### src/design/utf8d_pkg.sv
`timescale 1ns / 1ps
package utf8d_pkg;

    // error report codes
    typedef enum logic [2:0] {
        ERR_NONE      = 3'd0,
        ERR_BAD_START = 3'd1,
        ERR_BAD_CONT  = 3'd2,
        ERR_OVERLONG  = 3'd3,
        ERR_SURROGATE = 3'd4,
        ERR_RANGE     = 3'd5,
        ERR_TRUNCATED = 3'd6
    } err_code_t;

    localparam int unsigned CP_W = 21;

    // sequence widths
    localparam logic [2:0] SEQ_W2 = 3'd2;
    localparam logic [2:0] SEQ_W3 = 3'd3;
    localparam logic [2:0] SEQ_W4 = 3'd4;

    // value limits
    localparam logic [CP_W-1:0] MIN_W2    = 21'h00080;
    localparam logic [CP_W-1:0] MIN_W3    = 21'h00800;
    localparam logic [CP_W-1:0] MIN_W4    = 21'h10000;
    localparam logic [CP_W-1:0] SURR_LO   = 21'h0D800;
    localparam logic [CP_W-1:0] SURR_HI   = 21'h0DFFF;
    localparam logic [CP_W-1:0] CP_MAX    = 21'h10FFFF;

    // one input beat
    typedef struct packed {
        logic [7:0] byte_val;
        logic       last;
    } byte_item_t;

    // one result beat
    typedef struct packed {
        logic [CP_W-1:0] code_point;
        logic            good;
        err_code_t       error_code;
        logic            last_item;
        logic            buffer_valid;
    } result_t;

endpackage

### src/design/utf8d_in_stage.sv
`timescale 1ns / 1ps
module utf8d_in_stage
(
    input  logic                   clk,
    input  logic                   rst_n,
    input  logic                   byte_valid,
    output logic                   byte_stall,
    input  utf8d_pkg::byte_item_t  item_in,
    input  logic                   advance_ok,
    output logic                   item_valid,
    output utf8d_pkg::byte_item_t  item_out
);
    import utf8d_pkg::*;

    logic       valid_reg;
    logic       valid_next;
    byte_item_t item_reg;
    logic       load;

    // hold a beat until the decoder can take it
    assign byte_stall = valid_reg && !advance_ok;
    assign load       = byte_valid && !byte_stall;

    always_comb
    begin
        valid_next = valid_reg;
        if (load)
        begin
            valid_next = 1'b1;
        end
        else if (advance_ok)
        begin
            valid_next = 1'b0;
        end
    end

    always_ff @(posedge clk or negedge rst_n)
    begin
        if (!rst_n)
        begin
            valid_reg <= 1'b0;
        end
        else
        begin
            valid_reg <= valid_next;
        end
    end

    // payload register, no reset
    always_ff @(posedge clk)
    begin
        if (load)
        begin
            item_reg <= item_in;
        end
    end

    assign item_valid = valid_reg;
    assign item_out   = item_reg;

endmodule

### src/design/utf8d_decode.sv
`timescale 1ns / 1ps
module utf8d_decode
(
    input  logic                   clk,
    input  logic                   rst_n,
    input  logic                   fire,
    input  utf8d_pkg::byte_item_t  item,
    output logic                   emit,
    output utf8d_pkg::result_t     result
);
    import utf8d_pkg::*;

    logic [1:0]      bytes_remaining_reg;
    logic [1:0]      bytes_remaining_next;
    logic [2:0]      sequence_width_reg;
    logic [2:0]      sequence_width_next;
    logic [CP_W-1:0] partial_value_reg;
    logic [CP_W-1:0] partial_value_next;
    logic            error_seen_reg;
    logic            error_seen_next;

    logic [7:0]      b;
    logic            last;
    logic [CP_W-1:0] cp;
    err_code_t       err;
    err_code_t       chk;
    logic [CP_W-1:0] gathered;
    logic [1:0]      rem_dec;
    logic            any_err;

    assign b        = item.byte_val;
    assign last     = item.last;
    assign gathered = {partial_value_reg[CP_W-7:0], b[5:0]};
    assign rem_dec  = bytes_remaining_reg - 2'd1;

    // range checks on a finished sequence
    always_comb
    begin
        chk = ERR_NONE;
        case (sequence_width_reg)
            SEQ_W2:
            begin
                if (gathered < MIN_W2)
                begin
                    chk = ERR_OVERLONG;
                end
            end
            SEQ_W3:
            begin
                if (gathered < MIN_W3)
                begin
                    chk = ERR_OVERLONG;
                end
                else if (gathered >= SURR_LO && gathered <= SURR_HI)
                begin
                    chk = ERR_SURROGATE;
                end
            end
            default:
            begin
                if (gathered < MIN_W4)
                begin
                    chk = ERR_OVERLONG;
                end
                else if (gathered > CP_MAX)
                begin
                    chk = ERR_RANGE;
                end
            end
        endcase
    end

    // byte decode and next state
    always_comb
    begin
        bytes_remaining_next = bytes_remaining_reg;
        sequence_width_next  = sequence_width_reg;
        partial_value_next   = partial_value_reg;
        error_seen_next      = error_seen_reg;
        emit                 = 1'b0;
        cp                   = '0;
        err                  = ERR_NONE;

        if (bytes_remaining_reg == 2'd0)
        begin
            // start byte
            if (b[7] == 1'b0)
            begin
                emit = 1'b1;
                cp   = {{(CP_W-8){1'b0}}, b};
            end
            else if (b inside {[8'h80:8'hBF], [8'hF8:8'hFF]})
            begin
                emit = 1'b1;
                err  = ERR_BAD_START;
            end
            else if (last)
            begin
                emit = 1'b1;
                err  = ERR_TRUNCATED;
            end
            else if (b < 8'hE0)
            begin
                sequence_width_next  = SEQ_W2;
                partial_value_next   = {{(CP_W-5){1'b0}}, b[4:0]};
                bytes_remaining_next = 2'd1;
            end
            else if (b < 8'hF0)
            begin
                sequence_width_next  = SEQ_W3;
                partial_value_next   = {{(CP_W-4){1'b0}}, b[3:0]};
                bytes_remaining_next = 2'd2;
            end
            else
            begin
                sequence_width_next  = SEQ_W4;
                partial_value_next   = {{(CP_W-3){1'b0}}, b[2:0]};
                bytes_remaining_next = 2'd3;
            end
        end
        else
        begin
            // continuation byte
            if (b[7:6] != 2'b10)
            begin
                emit = 1'b1;
                err  = ERR_BAD_CONT;
            end
            else if (rem_dec == 2'd0)
            begin
                emit                 = 1'b1;
                cp                   = gathered;
                err                  = chk;
                bytes_remaining_next = 2'd0;
                sequence_width_next  = 3'd0;
                partial_value_next   = '0;
            end
            else if (last)
            begin
                emit = 1'b1;
                err  = ERR_TRUNCATED;
            end
            else
            begin
                partial_value_next   = gathered;
                bytes_remaining_next = rem_dec;
            end
        end

        any_err = (err != ERR_NONE);

        // drop partial sequence on error or buffer end
        if (emit)
        begin
            if (any_err || last)
            begin
                bytes_remaining_next = 2'd0;
                sequence_width_next  = 3'd0;
                partial_value_next   = '0;
            end
            error_seen_next = last ? 1'b0 : (error_seen_reg || any_err);
        end

        result.code_point   = any_err ? '0 : cp;
        result.good         = !any_err;
        result.error_code   = err;
        result.last_item    = last;
        result.buffer_valid = last && !(error_seen_reg || any_err);
    end

    always_ff @(posedge clk or negedge rst_n)
    begin
        if (!rst_n)
        begin
            bytes_remaining_reg <= 2'd0;
            sequence_width_reg  <= 3'd0;
            partial_value_reg   <= '0;
            error_seen_reg      <= 1'b0;
        end
        else if (fire)
        begin
            bytes_remaining_reg <= bytes_remaining_next;
            sequence_width_reg  <= sequence_width_next;
            partial_value_reg   <= partial_value_next;
            error_seen_reg      <= error_seen_next;
        end
    end

endmodule

### src/design/utf8d_out_stage.sv
`timescale 1ns / 1ps
module utf8d_out_stage
(
    input  logic                clk,
    input  logic                rst_n,
    input  logic                load,
    input  utf8d_pkg::result_t  result_in,
    output logic                slot_free,
    output logic                result_valid,
    input  logic                result_stall,
    output utf8d_pkg::result_t  result_out
);
    import utf8d_pkg::*;

    logic    valid_reg;
    logic    valid_next;
    result_t result_reg;

    // slot is free when empty or when the held beat leaves this cycle
    assign slot_free = !valid_reg || !result_stall;

    always_comb
    begin
        valid_next = valid_reg;
        if (load)
        begin
            valid_next = 1'b1;
        end
        else if (slot_free)
        begin
            valid_next = 1'b0;
        end
    end

    always_ff @(posedge clk or negedge rst_n)
    begin
        if (!rst_n)
        begin
            valid_reg <= 1'b0;
        end
        else
        begin
            valid_reg <= valid_next;
        end
    end

    always_ff @(posedge clk)
    begin
        if (load)
        begin
            result_reg <= result_in;
        end
    end

    assign result_valid = valid_reg;
    assign result_out   = result_reg;

endmodule

### src/design/utf8_stream_decoder.sv
`timescale 1ns / 1ps
// path: an accepted byte is held in the input register, decoded, then loaded into the result register
// throughput: one byte per cycle while result_stall is low; the input register and the result register
//   advance together whenever the result register is empty or being drained
// bytes that leave a sequence open give no result beat
// reset: asynchronous, active low; clears both valid flags and the decoder state
module utf8_stream_decoder
(
    input  logic        clk,
    input  logic        rst_n,
    input  logic        byte_valid,
    output logic        byte_stall,
    input  logic [7:0]  byte_in,
    input  logic        last_byte,
    output logic        result_valid,
    input  logic        result_stall,
    output logic [20:0] code_point,
    output logic        good,
    output logic [2:0]  error_code,
    output logic        last_item,
    output logic        buffer_valid
);
    import utf8d_pkg::*;

    byte_item_t item_in;
    byte_item_t item_q;
    logic       item_valid;
    logic       slot_free;
    logic       fire;
    logic       emit;
    result_t    dec_result;
    result_t    out_result;

    assign item_in.byte_val = byte_in;
    assign item_in.last     = last_byte;

    // input register
    utf8d_in_stage u_in
    (
        .clk        (clk),
        .rst_n      (rst_n),
        .byte_valid (byte_valid),
        .byte_stall (byte_stall),
        .item_in    (item_in),
        .advance_ok (slot_free),
        .item_valid (item_valid),
        .item_out   (item_q)
    );

    assign fire = item_valid && slot_free;

    // decoder state and byte logic
    utf8d_decode u_dec
    (
        .clk    (clk),
        .rst_n  (rst_n),
        .fire   (fire),
        .item   (item_q),
        .emit   (emit),
        .result (dec_result)
    );

    // result register
    utf8d_out_stage u_out
    (
        .clk          (clk),
        .rst_n        (rst_n),
        .load         (fire && emit),
        .result_in    (dec_result),
        .slot_free    (slot_free),
        .result_valid (result_valid),
        .result_stall (result_stall),
        .result_out   (out_result)
    );

    assign code_point   = out_result.code_point;
    assign good         = out_result.good;
    assign error_code   = out_result.error_code;
    assign last_item    = out_result.last_item;
    assign buffer_valid = out_result.buffer_valid;

endmodule

### config.mk
export PLATFORM = sky130hd
export DESIGN_NAME = utf8_stream_decoder
export DESIGN_NICKNAME = d
export VERILOG_FILES = /design/src/design/utf8d_pkg.sv /design/src/design/utf8d_in_stage.sv /design/src/design/utf8d_decode.sv /design/src/design/utf8d_out_stage.sv /design/src/design/utf8_stream_decoder.sv
export SDC_FILE = /design/constraint.sdc
export NUM_CORES = 1
export LEC_CHECK = 0
export BUFFER_PORTS_ARGS = -buffer_cell sky130_fd_sc_hd__buf_2
export CAP_MARGIN = 20
export CORE_ASPECT_RATIO = 1.1
export CORE_MARGIN = 5
export CORE_UTILIZATION = 50
export CTS_CLUSTER_SIZE = 16
export DETAILED_ROUTE_END_ITERATION = 8
export PLACE_DENSITY = 0.75
export SLEW_MARGIN = 20
export SYNTH_ARGS = -nofsm -noshare
export SYNTH_HDL_FRONTEND = slang
export SYNTH_SLANG_ARGS = --single-unit
export TNS_END_PERCENT = 30
### constraint.sdc
create_clock -name clk -period 2.8 [get_ports clk]
set_input_delay 0.28 -clock clk [delete_from_list [all_inputs] [get_ports clk]]
set_output_delay 0.28 -clock clk [all_outputs]
set_load 0.005 [all_outputs]
==> out/results.txt <==
Final Cycle Share = 90.5%
finished layout cell area = 3030 um^2
final core occ = 60.6%
RSZ-0062 raised after global routing = false
vias in the first global route = 1753
DR vias/cell = 5.67
Routed wire per std cell = 15.9 um
CTS tree = yes
post-DP HPWL = 3.58 mm
Starting Density = 51.6%
outcome = finished, final reports clean
Post-Syn Area = 2580 um^2
initial DRC count = 167
Die ar. = 6700 um^2
leading area contributor after synthesis = edfxtp_1
final WL = 4.94 mm
VDD IR max = 343 uV
largest net degree at the start of global routing = 24
row count = 27
Max FO, Critical Path = 6
Die Y = 85.3 um
H-tree depth = 3
Root Driver = clkbuf_8
clk sinks = 59
Core Region = 5000 um^2
final setup violation count = 0
critical path type = reg2reg
CP Launch Type = register
synth unique cells = 47
Post-Synthesis Cells = 198
Lkg Pwr = 1.32 nW
WP data arrival = 2.60 ns
share of post-route cells with drive strength above 1 = 32.8%
syn_nets = 213
max reg flops = 27
crit path time final = 2.53 ns
Seq cells post-synth = 59
top cells by area, synth = edfxtp_1 42%, dfrtp_1 22%, a22o_1 5.1%
IO Pins = 42
CTS buffer count = 9
DRT antenna net count = 0
pwr dens = 681 nW/um^2
antenna cells = 0
Die Wd = 78.5 um
Worst-path clk slew = 0.06 ns
first-pass GRT wire length = 8.36 mm
Post-synth ARST share = 39.0%
dpl cell area = 2850 um^2
CP endpoint kind = register
GPL Wtd Cong = 0.886
fill count = 417
DRC Markers = 0
Final Hold Vio Count = 0
Synth top area share = 41.9%
Seq. cell area = 1660 um^2
Post-Syn Area per Cell = 13.0 um^2
most used flip-flop cell after synthesis = edfxtp_1
Final nets = 263
PortBufs = 41
relative slew slack = 53.5%
number of flops mapped to enable cells by yosys = 36
Final TNS setup = 0 ns
worst hold slack = 0.126 ns
MaxCap Viol Count = 0
post-synthesis sequential area ratio = 64.2%
initial antenna violation count = 0
GRT Util Overall = 16.5%
Fmax = 395 MHz
WP data required = 2.86 ns
worst hold path class = in2reg
Syn. warnings = 0
Clk Latency, worst-skew pair = 0.33 ns
multi-input logic area = 843 um^2
area delta synth->final = 17.4%
CTS max path bufs = 2
GRT overflow = 0
Max Clock Skew = 0.00475 ns
max-slew violation count = 0
worst-margin pin slew = 0.695 ns
1st-pass router iterations = 4
routed via count = 1762
-- where the power goes --
group / internal (mW) / switching (mW)
clock: 0.345 / 0.303
combinational: 0.137 / 0.198
sequential: 1.04 / 0.0450
total: 1.52 / 0.545
-- path summary, 6_finish.rpt --
check,startpoint,to,slack [ns],cells after the start
max in group asynchronous,rst_n,u_dec.partial_value_reg[13],2.01,2
hold reg to reg,u_in.item_out[1],u_dec.partial_value_reg[0],0.50,1
setup reg to reg,u_dec.partial_value_reg[13],u_out.result_out[6],0.27,6
min in group asynchronous,rst_n,u_dec.error_seen_reg,0.45,2
setup / recovery,u_dec.partial_value_reg[13],u_out.result_out[6],0.27,6
hold / removal,byte_in[0],u_in.item_out[1],0.13,1
-- repair_timing --
item | 4_1_cts | 5_1_grt
buffers inserted | 0 | 0
gates resized for setup | 0 | 0
hold buffers | 1 | 0
setup endpoints to repair | 0 | 0
endpoints found under the hold margin | 23 | 0
-- per-layer routing --
layer	up-vias	wire, um	track usage, %
li1	840	-	-
met1	842	1970	18.9
met2	71	2610	28.4
met3	9	277	5.10
met4	0	84	7.31
met5	-	0	0
-- cells in the mapped netlist, types with 2 or more instances --
cell and instances:
edfxtp_1 36, dfrtp_1 23, a22o_1 15, nor2_1 15, inv_1 12, nand2_1 11, and2_4 9, a21oi_1 8
nor3_1 5, o21ai_0 5, and2_2 4, nand3_1 4, a32o_1 3, and2_1 3, buf_2 3, clkbuf_1 3
nand2b_1 3, a22o_2 2, a31o_2 2, ha_1 2, nand4b_1 2, o21bai_1 2, or3_1 2
-- logic make-up after synthesis --
group                    synth area share, %
buffers and inverters                   3.20
AO/OA/AOI/OAI                           15.7
flip-flops                              64.2
AND/OR/NAND/NOR                         15.9
adder cells (fa/ha/maj)                0.970
-- stage by stage --
step,cells,worst slack (ns),total power [mW]
after floorplan,198,0.380,1.30
final,311,0.266,2.06
after CTS,311,0.262,2.09
after detailed placement,294,0.302,1.44
after global routing,311,0.190,2.17
after global placement,294,0.362,1.43
-- area by class of cell --
class / instances / share of cell area [%]
flip-flops and latches: 59 / 54.7
clock buffers: 14 / 5.04
well taps: 58 / 2.40
inverters: 12 / 1.49
clock inverters: 2 / 0.413
repair buffers: 46 / 8.10
multi-input cells: 120 / 27.9
-- cell usage in the layout, fill, tap and decap left out, types with 2 or more instances in the layout --
master and n:
nand3_1 4, dfrtp_1 23, a22o_1 15, edfxtp_1 36, and2_1 3, nor2_1 14, a21oi_1 8, a22o_2 2
buf_2 41, o21ai_0 5, clkbuf_1 4, nand2_1 11, and2_2 4, clkbuf_8 10, a32o_1 3, buf_4 4
inv_1 12, nand4b_1 2, nand2b_1 3, a31o_2 2, and2_4 9, ha_1 2, o21bai_1 2, or3_1 2
nor3_1 5, nor2_2 2
-- worst max-delay path, stage by stage (launching register included) --
cell	delay, ns
dfrtp_1	0.40
or4_4	0.57
or4_1	0.53
a31o_2	0.29
o21ai_4	0.10
o21bai_1	0.29
nor2_1	0.09
No activity file was read; power rests on OpenSTA's default activity.
